`src/rtl/core/mtk_pkg.sv`:
```
// ----------------------------------------------------------------------------
// mtk_pkg
// Shared types and constants for the k-of-n multiplicity trigger.
// ----------------------------------------------------------------------------
package mtk_pkg;

    localparam int SAMPLE_W = 16;
    localparam int MAG_W    = 15;
    localparam int COUNT_W  = 10;
    localparam int NUM_TOP  = 3;
    localparam int CFG_IDX_W = 2;

    localparam logic [COUNT_W-1:0] COUNT_MAX = '1;

    typedef enum logic [CFG_IDX_W-1:0] {
        CFG_LEVEL    = 2'd0,
        CFG_REQUIRED = 2'd1,
        CFG_CHANNELS = 2'd2
    } t_cfg_idx;

    typedef struct packed {
        logic signed [SAMPLE_W-1:0] level;
        logic [COUNT_W-1:0]         required;
        logic [COUNT_W-1:0]         channels;
    } t_cfg;

    // word travelling down the sorter chain
    typedef struct packed {
        logic             valid;
        logic             last;
        logic [MAG_W-1:0] val;
        logic             fired;
        logic             shrt;
        logic             kvalid;
        logic [MAG_W-1:0] kth;
    } t_token;

endpackage

```
`src/rtl/core/mtk_front.sv`:
```
// ----------------------------------------------------------------------------
// mtk_front
// Channel counter cell: tracks channel index and at-or-above-level count, builds
// the per-word token and the event verdict on the last word.
// ----------------------------------------------------------------------------
module mtk_front
    import mtk_pkg::*;
#(
    parameter int MAX_CHANNELS = 512
) (
    input  logic                       i_clk,
    input  logic                       i_rst_n,
    input  logic                       i_en,
    input  logic                       i_valid,
    input  logic signed [SAMPLE_W-1:0] i_sample,
    input  logic                       i_last,
    input  t_cfg                       i_cfg,
    output t_token                     o_tok
);

    localparam int CMP_W = COUNT_W + 1;

    logic [COUNT_W-1:0] r_index, n_index;
    logic [COUNT_W-1:0] r_count, n_count;
    logic [COUNT_W-1:0] w_eff;
    logic               w_part;
    logic               w_short;
    t_token             r_tok, n_tok;

    always_comb begin
        if ({1'b0, i_cfg.channels} > CMP_W'(MAX_CHANNELS)) begin
            w_eff = COUNT_W'(MAX_CHANNELS);
        end else begin
            w_eff = i_cfg.channels;
        end
        w_part  = r_index < w_eff;
        n_index = r_index;
        n_count = r_count;
        if (w_part) begin
            n_index = r_index + 1'b1;
            if (i_sample >= i_cfg.level && r_count != COUNT_MAX) begin
                n_count = r_count + 1'b1;
            end
        end
        w_short = n_index < w_eff;

        n_tok        = '0;
        n_tok.valid  = i_valid;
        n_tok.last   = i_last;
        n_tok.val    = (w_part && i_sample > 0) ? i_sample[MAG_W-1:0] : '0;
        n_tok.shrt   = i_last && w_short;
        n_tok.fired  = i_last && !w_short && i_cfg.required != '0
                       && n_count >= i_cfg.required;
        n_tok.kvalid = i_last && !w_short
                       && (i_cfg.required == COUNT_W'(1) || i_cfg.required == COUNT_W'(2)
                           || i_cfg.required == COUNT_W'(3));
        if (i_last) begin
            n_index = '0;
            n_count = '0;
        end
    end

    always_ff @(posedge i_clk) begin
        if (!i_rst_n) begin
            r_index <= '0;
            r_count <= '0;
        end else if (i_en && i_valid) begin
            r_index <= n_index;
            r_count <= n_count;
        end
    end

    always_ff @(posedge i_clk) begin
        if (!i_rst_n) begin
            r_tok.valid <= 1'b0;
        end else if (i_en) begin
            r_tok.valid <= n_tok.valid;
        end
    end

    always_ff @(posedge i_clk) begin
        if (i_en) begin
            r_tok.last   <= n_tok.last;
            r_tok.val    <= n_tok.val;
            r_tok.fired  <= n_tok.fired;
            r_tok.shrt   <= n_tok.shrt;
            r_tok.kvalid <= n_tok.kvalid;
            r_tok.kth    <= n_tok.kth;
        end
    end

    assign o_tok = r_tok;

endmodule

```
`src/rtl/core/mtk_cell.sv`:
```
// ----------------------------------------------------------------------------
// mtk_cell
// One sorter cell: holds one of the top values, keeps the larger of its
// value and the incoming one and hands the smaller to the next cell.
// ----------------------------------------------------------------------------
module mtk_cell
    import mtk_pkg::*;
#(
    parameter int RANK = 1
) (
    input  logic               i_clk,
    input  logic               i_rst_n,
    input  logic               i_en,
    input  logic [COUNT_W-1:0] i_required,
    input  t_token             i_tok,
    output t_token             o_tok
);

    logic [MAG_W-1:0] r_val, n_val;
    logic [MAG_W-1:0] w_keep;
    logic             w_bigger;
    t_token           r_tok, n_tok;

    always_comb begin
        w_bigger = i_tok.val > r_val;
        w_keep   = w_bigger ? i_tok.val : r_val;
        n_val    = r_val;
        n_tok    = i_tok;
        if (i_tok.valid) begin
            n_tok.val = w_bigger ? r_val : i_tok.val;
            n_val     = w_keep;
            if (i_tok.last) begin
                n_val = '0;
                if (i_tok.kvalid && i_required == COUNT_W'(RANK)) begin
                    n_tok.kth = w_keep;
                end
            end
        end
    end

    always_ff @(posedge i_clk) begin
        if (!i_rst_n) begin
            r_val       <= '0;
            r_tok.valid <= 1'b0;
        end else if (i_en) begin
            r_val       <= n_val;
            r_tok.valid <= n_tok.valid;
        end
    end

    always_ff @(posedge i_clk) begin
        if (i_en) begin
            r_tok.last   <= n_tok.last;
            r_tok.val    <= n_tok.val;
            r_tok.fired  <= n_tok.fired;
            r_tok.shrt   <= n_tok.shrt;
            r_tok.kvalid <= n_tok.kvalid;
            r_tok.kth    <= n_tok.kth;
        end
    end

    assign o_tok = r_tok;

endmodule

```
`src/rtl/core/multiplicity_trigger_kth_max_top.sv`:
```
// ----------------------------------------------------------------------------
// multiplicity_trigger_kth_max_top
// k-of-n multiplicity trigger with k-th largest sample report.
//
// Input stream: one word per channel sample (signed 16-bit, 4 fraction
// bits), tlast on the final sample of the event. Only the first
// min(channels_used, MAX_CHANNELS) samples of an event take part.
// Output stream: one word per event, carrying fired, the k-th largest
// sample (floor 0), its valid flag and the short-event flag.
// Throughput: one sample per cycle while the output is not stalled; the
// sorter chain of three cells moves one step each enabled cycle, so
// events may follow back to back. After the last sample is accepted,
// the result passes from the counter cell, which loads on the accepting
// edge, through three sorter cells and the output register.
// Stall: the whole chain holds while the output word waits; s_tready
// is low only then.
// Reset: level 0, required count 3, channels used 512, all event state
// and the pipeline cleared. Config writes must be made only while idle.
// ----------------------------------------------------------------------------
module multiplicity_trigger_kth_max_top
    import mtk_pkg::*;
#(
    parameter int MAX_CHANNELS = 512
) (
    input  logic                 i_clk,
    input  logic                 i_rst_n,
    input  logic                 i_s_tvalid,
    output logic                 o_s_tready,
    input  logic [15:0]          i_s_tdata,   // [15:0] sample
    input  logic                 i_s_tlast,
    output logic                 o_m_tvalid,
    input  logic                 i_m_tready,
    output logic [23:0]          o_m_tdata,   // [0] fired, [15:1] kth_largest,
                                              // [16] kth_valid, [17] short_event
    input  logic                 i_cfg_we,
    input  logic [CFG_IDX_W-1:0] i_cfg_idx,
    input  logic [15:0]          i_cfg_data
);

    t_cfg             r_cfg;
    t_token           w_tok [0:NUM_TOP];
    logic             w_en;
    logic             r_out_valid;
    logic             r_fired, r_kvalid, r_shrt;
    logic [MAG_W-1:0] r_kth;

    always_ff @(posedge i_clk) begin
        if (!i_rst_n) begin
            r_cfg.level    <= '0;
            r_cfg.required <= COUNT_W'(3);
            r_cfg.channels <= COUNT_W'(512);
        end else if (i_cfg_we) begin
            unique case (i_cfg_idx)
                CFG_LEVEL:    r_cfg.level    <= i_cfg_data;
                CFG_REQUIRED: r_cfg.required <= i_cfg_data[COUNT_W-1:0];
                CFG_CHANNELS: r_cfg.channels <= i_cfg_data[COUNT_W-1:0];
                default:      ;
            endcase
        end
    end

    assign w_en       = !r_out_valid || i_m_tready;
    assign o_s_tready = w_en;

    mtk_front #(
        .MAX_CHANNELS(MAX_CHANNELS)
    ) u_front (
        .i_clk   (i_clk),
        .i_rst_n (i_rst_n),
        .i_en    (w_en),
        .i_valid (i_s_tvalid),
        .i_sample(i_s_tdata),
        .i_last  (i_s_tlast),
        .i_cfg   (r_cfg),
        .o_tok   (w_tok[0])
    );

    for (genvar g = 0; g < NUM_TOP; g++) begin : g_cell
        mtk_cell #(
            .RANK(g + 1)
        ) u_cell (
            .i_clk     (i_clk),
            .i_rst_n   (i_rst_n),
            .i_en      (w_en),
            .i_required(r_cfg.required),
            .i_tok     (w_tok[g]),
            .o_tok     (w_tok[g+1])
        );
    end

    always_ff @(posedge i_clk) begin
        if (!i_rst_n) begin
            r_out_valid <= 1'b0;
        end else if (w_en) begin
            r_out_valid <= w_tok[NUM_TOP].valid && w_tok[NUM_TOP].last;
        end
    end

    always_ff @(posedge i_clk) begin
        if (w_en) begin
            r_fired  <= w_tok[NUM_TOP].fired;
            r_kth    <= w_tok[NUM_TOP].kth;
            r_kvalid <= w_tok[NUM_TOP].kvalid;
            r_shrt   <= w_tok[NUM_TOP].shrt;
        end
    end

    assign o_m_tvalid = r_out_valid;
    assign o_m_tdata  = {6'd0, r_shrt, r_kvalid, r_kth, r_fired};

endmodule
```
`config.mk`:
```
export PLATFORM = sky130hd
export DESIGN_NAME = multiplicity_trigger_kth_max_top
export DESIGN_NICKNAME = d
export VERILOG_FILES = /design/src/rtl/core/mtk_pkg.sv /design/src/rtl/core/mtk_front.sv /design/src/rtl/core/mtk_cell.sv /design/src/rtl/core/multiplicity_trigger_kth_max_top.sv
export SDC_FILE = /design/constraint.sdc
export NUM_CORES = 1
export LEC_CHECK = 0
export ABC_AREA = 1
export ABC_CLOCK_PERIOD_IN_PS = 13760
export BUFFER_PORTS_ARGS = -buffer_cell sky130_fd_sc_hd__buf_4
export CAP_MARGIN = 30
export CORE_ASPECT_RATIO = 1.4
export CORE_MARGIN = 4
export CORE_UTILIZATION = 40
export CTS_BUF_LIST = sky130_fd_sc_hd__clkbuf_2
export DETAILED_ROUTE_END_ITERATION = 7
export GPL_TIMING_DRIVEN = 0
export PLACE_DENSITY = 0.58
export SYNTH_ARGS = -nofsm -noshare
export SYNTH_HDL_FRONTEND = slang
export SYNTH_HIERARCHICAL = 1
export SYNTH_SLANG_ARGS = --single-unit
export TNS_END_PERCENT = 10
```
`constraint.sdc`:
```
create_clock -name i_clk -period 13.76 [get_ports i_clk]
set_input_delay 2.064 -clock i_clk [delete_from_list [all_inputs] [get_ports i_clk]]
set_output_delay 2.064 -clock i_clk [all_outputs]
set_load 0.03 [all_outputs]
```
==> impl_metrics.json <==
{
  "tns_ns": 0,
  "internal-power_mw": 1.10,
  "critPathCaptureType": "output port",
  "cp.required_ns": 11.70,
  "skew_ns": 0.0959,
  "root_buffer": "clkbuf_2",
  "power_density_nw_per_um2": 112,
  "grt_pass1_wl_um": 50200,
  "layout_commonest_cell": "nand2_1",
  "syn_area_per_cell_um2": 7.98,
  "r2r_end": "u_front/o_tok[17]$_DFFE_PP_",
  "max_freq_mhz": 193,
  "pin_count": 66,
  "final_cell_mix": "nand2_1 (437), inv_1 (233), nand3_1 (133)",
  "wire_per_inst_um": 13.3,
  "fin_crit_ns": 5.18,
  "firstDrtPassIters": 5,
  "wl_um": 30500,
  "area_growth_pct": 12.7,
  "holdBufCountCts": 0,
  "crit_start": "i_m_tready",
  "post-route-period-util": 0.376,
  "min_path_type": "reg -> reg",
  "rows": 78,
  "worst_skew_pair.late_latency_ns": 0.91,
  "worst_pin_slew_ns": 0.689,
  "io_buffers": 58,
  "die-width_um": 162,
  "grt_remaining_overflow": 0,
  "p_leak_nw": 6.94,
  "postCtsSetupBuffers": 0,
  "drive_above_1_share": 0.163,
  "crit_type": "in -> out",
  "start_util": 0.407,
  "endpoint": "o_s_tready",
  "setup_viol": 0,
  "grt_max_degree": 61,
  "grt_pass1_vias": 10500,
  "antenna_found_initial": 1,
  "r2r.worst_path.cells": 24,
  "clkTransAtPathRegs_ns": 0.10,
  "fin_ws_ns": 8.58,
  "nets": 1927,
  "drc": 0,
  "ir_drop_uv": 51.8,
  "die_y_um": 223,
  "synth_area_um2": 13200,
  "critPathMaxFanout": 60,
  "seqPwrFrac": 0.473,
  "rrSetupSlack_ns": 9.73,
  "swShare": 0.340,
  "syn_inst": 1657,
  "grtUsageTotal": 0.168,
  "cts_tree": "built",
  "antenna_left": 0,
  "ctsResizeCount": 0,
  "dieArea_um2": 36100,
  "max_slew_margin": 0.541,
  "status": "complete, no violations",
  "critical_path_arrival_ns": 3.12,
  "slew_violations": 0,
  "power.switching_mw": 0.567,
  "rsz0062_at_grt": "no",
  "drt_iter0_markers": 464,
  "finalHoldViolCount": 0,
  "p_total_mw": 1.67,
  "yosysWarnings": 6,
  "hpwl_um": 23000,
  "post-place-ws_ns": 8.56,
  "clockBufferDepth": 3,
  "crit_path_start_kind": "primary input",
  "cts-htree-levels": 2,
  "cts_buffers": 58,
  "p_comb_frac": 0.242,
  "final_core_utilization": 0.458,
  "avgViaCountPerCell": 4.72,
  "clkPwrFrac": 0.286,
  "rr_startpoint": "r_cfg[2]$_SDFFE_PN0P_",
  "vias": 10800,
  "core_um2": 32500,
  "gp_congestion": 0.871,
  "cap_violations": 0,
  "cts_sinks": 230
}
state kept, by name, indices dropped and copies added, names as in the netlist:
name / count
g_cell.u_cell/r_val: 45
u_front/o_tok: 20
o_m_tvalid: 1
r_shrt: 1
r_kth: 15
r_cfg: 36
g_cell.u_cell/o_tok: 90
u_front/r_index: 10
r_fired: 1
u_front/r_count: 10
r_kvalid: 1
cell type report:
class	instances	area, µm²
Timing Repair Buffer	60	490
Clock buffer	89	445
Tap cell	440	551
Multi-Input combinational cell	1123	6070
Clock inverter	20	113
Antenna cell	1	2.50
Buffer	79	454
Sequential cell	230	5850
Inverter	244	921
Fill cell	3297	17600
power by group through the flow:
stage               clock network, mW  registers (mW)  logic (mW)
finish                          0.477           0.788       0.403
global route                    0.539           0.794       0.461
CTS                             0.505           0.788       0.405
detailed placement                  0           0.804       0.403
global placement                    0           0.803       0.395
floorplan                           0           0.802       0.304
metal layers:
layer	vias up	routed length, µm	global-route usage	share of wire
li1	5667	-	-	-
met1	4821	12400	0.187	0.41
met2	236	15900	0.315	0.52
met3	62	1280	0.0294	0.042
met4	0	964	0.0669	0.032
met5	-	0	0	0
through the flow:
step / instances / hold slack [ns] / cell area, µm²
floorplan: 1676 / 0.400 / 13300
CTS: 2285 / 0.413 / 14900
finish: 2286 / 0.415 / 14900
global placement: 2174 / 0.402 / 14300
global route: 2286 / 0.426 / 14900
detailed placement: 2176 / 0.405 / 14300
worst max-delay path, stage by stage:
cell     delay [ns]
buf_4          0.07
inv_1          0.05
nand2_4        0.33
buf_16         0.31
buf_4          0.22
how the worst min path moves through the flow:
| stage | start | endpoint | slack, ns | cells after the start |
|---|---|---|---|---|
| 3_5_place_dp | g_cell[0].u_cell/o_tok[16]$_DFFE_PP_ | g_cell[1].u_cell/o_tok[16]$_DFFE_PP_ | 0.40 | 0 |
| 2_1_floorplan | u_front/o_tok[16]$_DFFE_PP_ | g_cell[0].u_cell/o_tok[16]$_DFFE_PP_ | 0.40 | 0 |
| 6_report | g_cell[2].u_cell/o_tok[11]$_DFFE_PP_ | r_kth[11]$_DFFE_PP_ | 0.42 | 0 |
| 4_1_cts | g_cell[2].u_cell/o_tok[11]$_DFFE_PP_ | r_kth[11]$_DFFE_PP_ | 0.41 | 0 |
| 5_1_grt | g_cell[2].u_cell/o_tok[11]$_DFFE_PP_ | r_kth[11]$_DFFE_PP_ | 0.43 | 0 |
| 3_3_place_gp | g_cell[2].u_cell/o_tok[12]$_DFFE_PP_ | r_kth[12]$_DFFE_PP_ | 0.40 | 0 |
Note: power is estimated with default switching activity, not from simulation.
